<file path="src/sv/sipi_pkg.sv">
// sipi_pkg: widths, saturation limits and the geometry-to-divider bundle
// for the segment intersection pipeline. No dependencies.
package sipi_pkg;

  localparam int CW     = 16;  // coordinate width, signed
  localparam int EW     = 8;   // epsilon width
  localparam int OW     = 24;  // output point width, signed
  localparam int DENW   = 35;  // divider denominator 2*|det|
  localparam int RW     = 61;  // divider remainder width
  localparam int QW     = 24;  // quotient bits produced
  localparam int RND_SH = 9;   // numerator scale: 8 output guard bits plus rounding bit

  localparam int GEO_STAGES = 6;
  localparam int DIV_STAGES = QW + 1;
  localparam int NST        = GEO_STAGES + DIV_STAGES + 1;

  localparam logic [OW-1:0] SAT_MAG = 24'h800000;
  localparam logic [OW-1:0] SAT_POS = 24'h7FFFFF;

  // one beat leaving the geometry section toward the dividers
  typedef struct packed {
    logic            hit;
    logic            touch;
    logic            neg_x;
    logic            neg_y;
    logic [RW-1:0]   num_x;
    logic [RW-1:0]   num_y;
    logic [DENW-1:0] den;
  } geo_t;

endpackage

</file>
<file path="src/sv/sipi_div.sv">
// sipi_div: restoring divider, one quotient bit per stage, with saturation
// and sign applied at the end. Uses sipi_pkg.
module sipi_div (
  input  logic                              clk,
  input  logic [sipi_pkg::DIV_STAGES-1:0]   en,
  input  logic [sipi_pkg::RW-1:0]           num_i,
  input  logic [sipi_pkg::DENW-1:0]         den_i,
  input  logic                              neg_i,
  output logic signed [sipi_pkg::OW-1:0]    res_o
);

  localparam int RW = sipi_pkg::RW;
  localparam int QW = sipi_pkg::QW;
  localparam int NS = sipi_pkg::DIV_STAGES;

  logic [RW-1:0]              rem_r [NS];
  logic [QW-1:0]              q_r   [NS];
  logic [sipi_pkg::DENW-1:0]  den_r [NS];
  logic                       neg_r [NS];
  logic                       ovf_r [NS];

  // stage 0: quotient beyond QW bits saturates
  always_ff @(posedge clk) begin
    if (en[0]) begin
      rem_r[0] <= num_i;
      q_r[0]   <= '0;
      den_r[0] <= den_i;
      neg_r[0] <= neg_i;
      ovf_r[0] <= num_i >= RW'({den_i, {QW{1'b0}}});
    end
  end

  // one quotient bit per stage, most significant first
  for (genvar j = 1; j < NS; j++) begin : g_step
    logic [RW:0] t;
    assign t = {1'b0, rem_r[j-1]} - ((RW+1)'(den_r[j-1]) << (QW - j));
    always_ff @(posedge clk) begin
      if (en[j]) begin
        rem_r[j] <= t[RW] ? rem_r[j-1] : t[RW-1:0];
        q_r[j]   <= {q_r[j-1][QW-2:0], !t[RW]};
        den_r[j] <= den_r[j-1];
        neg_r[j] <= neg_r[j-1];
        ovf_r[j] <= ovf_r[j-1];
      end
    end
  end

  // clamp magnitude, then apply sign
  logic [QW-1:0] mag;
  always_comb begin
    if (ovf_r[NS-1] || q_r[NS-1] > sipi_pkg::SAT_MAG) mag = sipi_pkg::SAT_MAG;
    else                                               mag = q_r[NS-1];
    if (neg_r[NS-1])                  res_o = $signed(-mag);
    else if (mag == sipi_pkg::SAT_MAG) res_o = $signed(sipi_pkg::SAT_POS);
    else                              res_o = $signed(mag);
  end

endmodule

</file>
<file path="config.mk">
export PLATFORM = sky130hd
export DESIGN_NAME = sipi_div
export DESIGN_NICKNAME = d
export VERILOG_FILES = /design/src/sv/sipi_pkg.sv /design/src/sv/sipi_div.sv
export SDC_FILE = /design/constraint.sdc
export NUM_CORES = 2
export LEC_CHECK = 0
export BUFFER_PORTS_ARGS = -buffer_cell sky130_fd_sc_hd__buf_4
export CORE_MARGIN = 3
export CORE_UTILIZATION = 49
export CTS_BUF_LIST = sky130_fd_sc_hd__clkbuf_2 sky130_fd_sc_hd__clkbuf_4 sky130_fd_sc_hd__clkbuf_8
export DETAILED_ROUTE_END_ITERATION = 8
export MAX_ROUTING_LAYER = met4
export PLACE_DENSITY = 0.72
export SLEW_MARGIN = 10
export SYNTH_ARGS = -nofsm -noshare
export SYNTH_HDL_FRONTEND = slang
export SYNTH_SLANG_ARGS = --single-unit
export TNS_END_PERCENT = 1
</file>
<file path="constraint.sdc">
create_clock -name clk -period 6.1 [get_ports clk]
set_input_delay 0 -clock clk [delete_from_list [all_inputs] [get_ports clk]]
set_output_delay 0 -clock clk [all_outputs]
set_load 0.01 [all_outputs]
</file>
; Word-level counts from Yosys, hierarchy flattened
; Memories as Yosys holds them, arrays and structs flattened.
; Index checks and enable logic that the tools add are counted.
[op_classes]
add_sub_neg = 25
mul = 0
eq_ne = 1
n_shift = 0
div_mod_pow = 0
mux = 77
reduce_logical = 25
order_cmp = 2
bitwise = 0
[op_table]
columns = cell, n
row1 = $mux W61, 24
row2 = $mux W24, 3
row3 = $sub A61 B35 Y62, 1
row4 = $sub A61 B36 Y62, 1
row5 = $sub A61 B37 Y62, 1
row6 = $sub A61 B38 Y62, 1
row7 = $sub A61 B39 Y62, 1
row8 = $sub A61 B40 Y62, 1
row9 = $sub A61 B41 Y62, 1
row10 = $sub A61 B42 Y62, 1
row11 = $sub A61 B43 Y62, 1
row12 = $sub A61 B44 Y62, 1
row13 = $sub A61 B45 Y62, 1
row14 = $sub A61 B46 Y62, 1
row15 = $sub A61 B47 Y62, 1
row16 = $sub A61 B48 Y62, 1
row17 = $sub A61 B49 Y62, 1
row18 = $sub A61 B50 Y62, 1
row19 = $sub A61 B51 Y62, 1
row20 = $sub A61 B52 Y62, 1
row21 = $sub A61 B53 Y62, 1
row22 = $sub A61 B54 Y62, 1
row23 = $sub A61 B55 Y62, 1
row24 = $sub A61 B56 Y62, 1
row25 = 9 further kinds, 81
[word_totals]
out_inout_bits = 24
input_bits = 123
latch_bits = 0
mem_count = 5
rom_bits = 0
reg_bits = 0
ramBits = 3050
[mem_list]
columns = memory, words, width, rd, rd_ports_with_merged_regs, wr, line_no
row1 = rem_r, 25, 61, 24, 0, 25, sipi_div.sv:16  ; logic [RW-1:0] rem_r [NS];
row2 = den_r, 25, 35, 24, 0, 25, sipi_div.sv:18  ; logic [sipi_pkg::DENW-1:0] den_r [NS];
row3 = q_r, 25, 24, 25, 0, 25, sipi_div.sv:17  ; logic [QW-1:0] q_r [NS];
row4 = neg_r, 25, 1, 25, 0, 25, sipi_div.sv:19  ; logic neg_r [NS];
row5 = ovf_r, 25, 1, 25, 0, 25, sipi_div.sv:20  ; logic ovf_r [NS];

; Logic depth before layout (Yosys ltp)
[logic_depth]
word_depth = 6
depth_mapped = 16
ltp_nobuf = 15

; Least setup slack after synthesis
; No wires, ideal clock.
[synth_timing]
path_kind = register to output
from = memory q_r[24][2], in the netlist q_r[1][194]
to = output port res_o[10] in the netlist's numbering
arrival_ns = 3.839
path_slack_ns = 2.261
n_path_buf = 4
path_stages_with_launch = 17
path_cell_list = edfxtp_1 or4_1 and4b_1 nand3_1 nor4_1 nand2_1 o21ai_0 clkbuf_1 clkbuf_1 nand2_1 ha_1 nor2b_1 clkbuf_1 or2_2 clkbuf_1 nand2_1 o21ai_0
[synth_lines]
columns = item, line_no
row1 = from (decl), sipi_div.sv:17
row2 = to (decl), sipi_div.sv:9  ; output logic signed [sipi_pkg::OW-1:0] res_o

==> results.tsv <==
metric	value	unit
crit_top_cell	nand2_1	
comb_power_share	39.5	%
setup_tns	0	ns
drc_errors	2	
dr_wl_met2	160	mm
yosysTopAreaCell	edfxtp_1	
wl	290	mm
holdWs	0.102	ns
clock.fmax	0.194	GHz
dieWidth	546	um
powerDensity	444	mW/mm^2
grt_pass1_vias	98000	
leakagePower	62.1	nW
die_h	546	um
stdcell_count	17500	
synth-edff-count	2654	
nets	14300	
yosys-top-cells-count	edfxtp_1, nand2_1, inv_1	
worstPathRequired	6.10	ns
synth_fp_nets	13700	
synthTopCellsByArea	edfxtp_1, ha_1, o21ai_0, a21oi_1, xnor2_1	
synth_cell_type_count	111	
routed_via_density	5.48	
synthDominantCellAreaShare	55.7	%
drtAntennaViolNets	0	
seqPwrFrac	39.6	%
report.final.setup_viol	0	
synth_area	0.143	sq mm
placed_cells	16500	
status	finished with violations	
clockPowerShare	20.9	%
cts_buffers	429	
syn_avg_cell_area	11.2	sq um
critical_path.max_stage_delay	0.63	ns
ir_worst_vdd	0.254	mV
clkTransAtPathRegs	0.06	ns
clock-sinks	2654	
core_region_area	0.289	sq mm
syn_inst	12700	
p_int	45.5	mW
port_buffers	146	
cp_max_fo	21	
ios	147	
grtUsageTotal	19.5	%
maxCapViolCount	0	
htreeDepth	5	
worstSetupStartpointType	flip-flop	
synth-async-reset-ratio	0	%
min_period_over_period	84.5	%
start_util	49.4	%
grt_max_degree	74	
gp_congestion	0.955	
yosysMostFrequentCell	edfxtp_1	
syn_to_final_growth	11.3	%
path_class	reg2out	
dieArea	0.298	sq mm
p_sw	25.2	mW
sw_frac_of_total	35.6	%
first_pass_iters	9	
fillers	24400	
cts_root_buf	clkbuf_8	
worstMarginPinSlew	1.24	ns
ys_seq_area_share	55.7	%
clock_skew	0.0526	ns
hold_viol	0	
wl_met3	8.66	mm
clk-insertion-delay-late	1.01	ns
drt_first_iter_violations	4947	
cts_max_path_buffers	4	
dr_total_vias	95800	
post_drt_wl_per_cell	16.6	um
rsz0062_at_grt	no	
critical_path.slowest_cell	or4_1	
fin_crit	5.15	ns
cts_resized	0	
cts_tree	yes	
arrival	5.15	ns
grt_pass1_wl	472	mm
violations	DRC	
crit_path_end_kind	primary output	
globalRouteOverflowTotal	0	
synth.ff_latch_count	2654	
slew_violations	0	
yosysWarnings	0	
drive_above_1_share	8.20	%
slew_headroom	16.4	%
top_layer	met4	
synthFlopType	edfxtp_1	
min_path_type	in2reg	
antenna_found_initial	2	
detailed_place_hpwl	216	mm
fp-row-count	197	
drt-met1-wl	104	mm
crit_chain	or4_1 > and4b_1 > nand3_1 > nor4_1 > nand2_1 > o21ai_1 > buf_4 > nand2_1 > ha_1 > inv_1 > or3_1 > nand2_1 > a21oi_1 > a41oi_1 > buf_4	
final timing paths:
check                start             to  slack [ns]  cells past startpoint
max            q_r[1][194]      res_o[11]        0.95                     15
min                 en[11]   neg_r[0][11]        0.10                      2
max reg2reg  rem_r[2][247]  rem_r[2][362]        1.28                     14
min reg2reg   rem_r[0][16]   rem_r[0][77]        0.38                      0
flip-flops by register name (all words and copies together), names as in the netlist:
| register | count |
|---|---|
| den_r | 840 |
| q_r | 300 |
| rem_r | 1464 |
| neg_r | 25 |
| ovf_r | 25 |
metrics by stage:
step | utilization, % | worst slack, ns | power [mW] | instance area [sq um]
6_report | 55.0 | 0.947 | 70.7 | 159000
5_1_grt | 55.0 | 0.448 | 75.6 | 159000
4_1_cts | 55.0 | 0.828 | 70.9 | 159000
3_5_place_dp | 51.3 | 1.33 | 55.7 | 148000
3_3_place_gp | 51.3 | 1.25 | 55.3 | 148000
2_1_floorplan | - | 2.26 | 48.8 | 143000
cells by family (layout without fill, tap and decap cells):
| family | count (synthesis) | in the layout | synth area share, % |
|---|---|---|---|
| AOI/OAI and AO/OA | 3300 | 3300 | 14.3 |
| xor gates and xnor gates | 1009 | 1009 | 6.18 |
| adders and majority gates | 898 | 898 | 7.98 |
| buffers and inverters | 1447 | 2325 | 3.90 |
| DFF | 2654 | 2654 | 55.7 |
| muxes | 100 | 100 | 0.781 |
| other | 0 | 5 | 0 |
| and+or+nand+nor | 3318 | 3318 | 11.2 |
placed cells by master (no fill, tap or decap), drive strengths merged, types with 24 or more instances in the layout:
cell type | Yosys | final
o21ai | 980 | 980
a211o | 35 | 35
edfxtp | 2654 | 2654
ha | 875 | 875
o21a | 87 | 87
mux2 | 87 | 87
inv | 1083 | 1094
nand4 | 171 | 171
nand2 | 1112 | 1112
clkbuf | 272 | 579
nand3 | 203 | 203
a21o | 468 | 468
nand3b | 25 | 25
nor2 | 749 | 749
or4 | 55 | 55
buf | 92 | 240
clkinv | 0 | 154
o21bai | 94 | 94
nand2b | 156 | 156
or2 | 55 | 55
or3 | 92 | 92
a2111oi | 24 | 24
o211ai | 53 | 53
o31a | 24 | 24
nor2b | 130 | 130
o31ai | 86 | 86
and2 | 50 | 50
xnor2 | 545 | 545
dlygate4sd3 | 0 | 241
and3 | 74 | 74
nor4 | 113 | 113
nor3 | 232 | 232
a31oi | 97 | 97
a21oi | 960 | 960
a211oi | 116 | 116
xor2 | 464 | 464
worst max-delay path, delay by kind of cell (launching register included):
kind                       cells  cell delay [ns]
buffers and inverters          3             0.67
AOI/OAI and AO/OA              3             0.34
and+or+nand+nor                8             2.35
DFF                            1             0.49
adders and majority gates      1             0.30
cell type report:
cell class | instances | area [sq um] | share of cell area, %
Sequential cell | 2654 | 79700 | 50.1
Multi-Input combinational cell | 8625 | 57900 | 36.4
Clock buffer | 579 | 7080 | 4.45
Tap cell | 3880 | 4850 | 3.05
Timing Repair Buffer | 481 | 4460 | 2.80
Inverter | 1083 | 4070 | 2.56
Clock inverter | 182 | 1140 | 0.714
Antenna cell | 5 | 12.5 | 0.00786
metal layers:
layer	vias to the layer above	GRT usage (%)
met1	44800	18.3
met4	0	10.7
met5	-	-
li1	47900	-
met3	1048	2.34
met2	2067	38.1
power groups by stage:
stage | clock [mW] | combinational, mW | sequential (mW)
floorplan | 0 | 21.4 | 27.4
global placement | 0 | 27.1 | 28.2
detailed placement | 0 | 27.4 | 28.2
CTS | 15.2 | 27.7 | 27.9
global route | 16.1 | 31.2 | 28.3
finish | 14.8 | 27.9 | 28.0
timing repair:
item,4_1_cts,5_1_grt
buffers inserted,0,0
hold buffers,251,0
endpoints found under the hold margin,2578,0
Power figures use the tool's default switching activity.
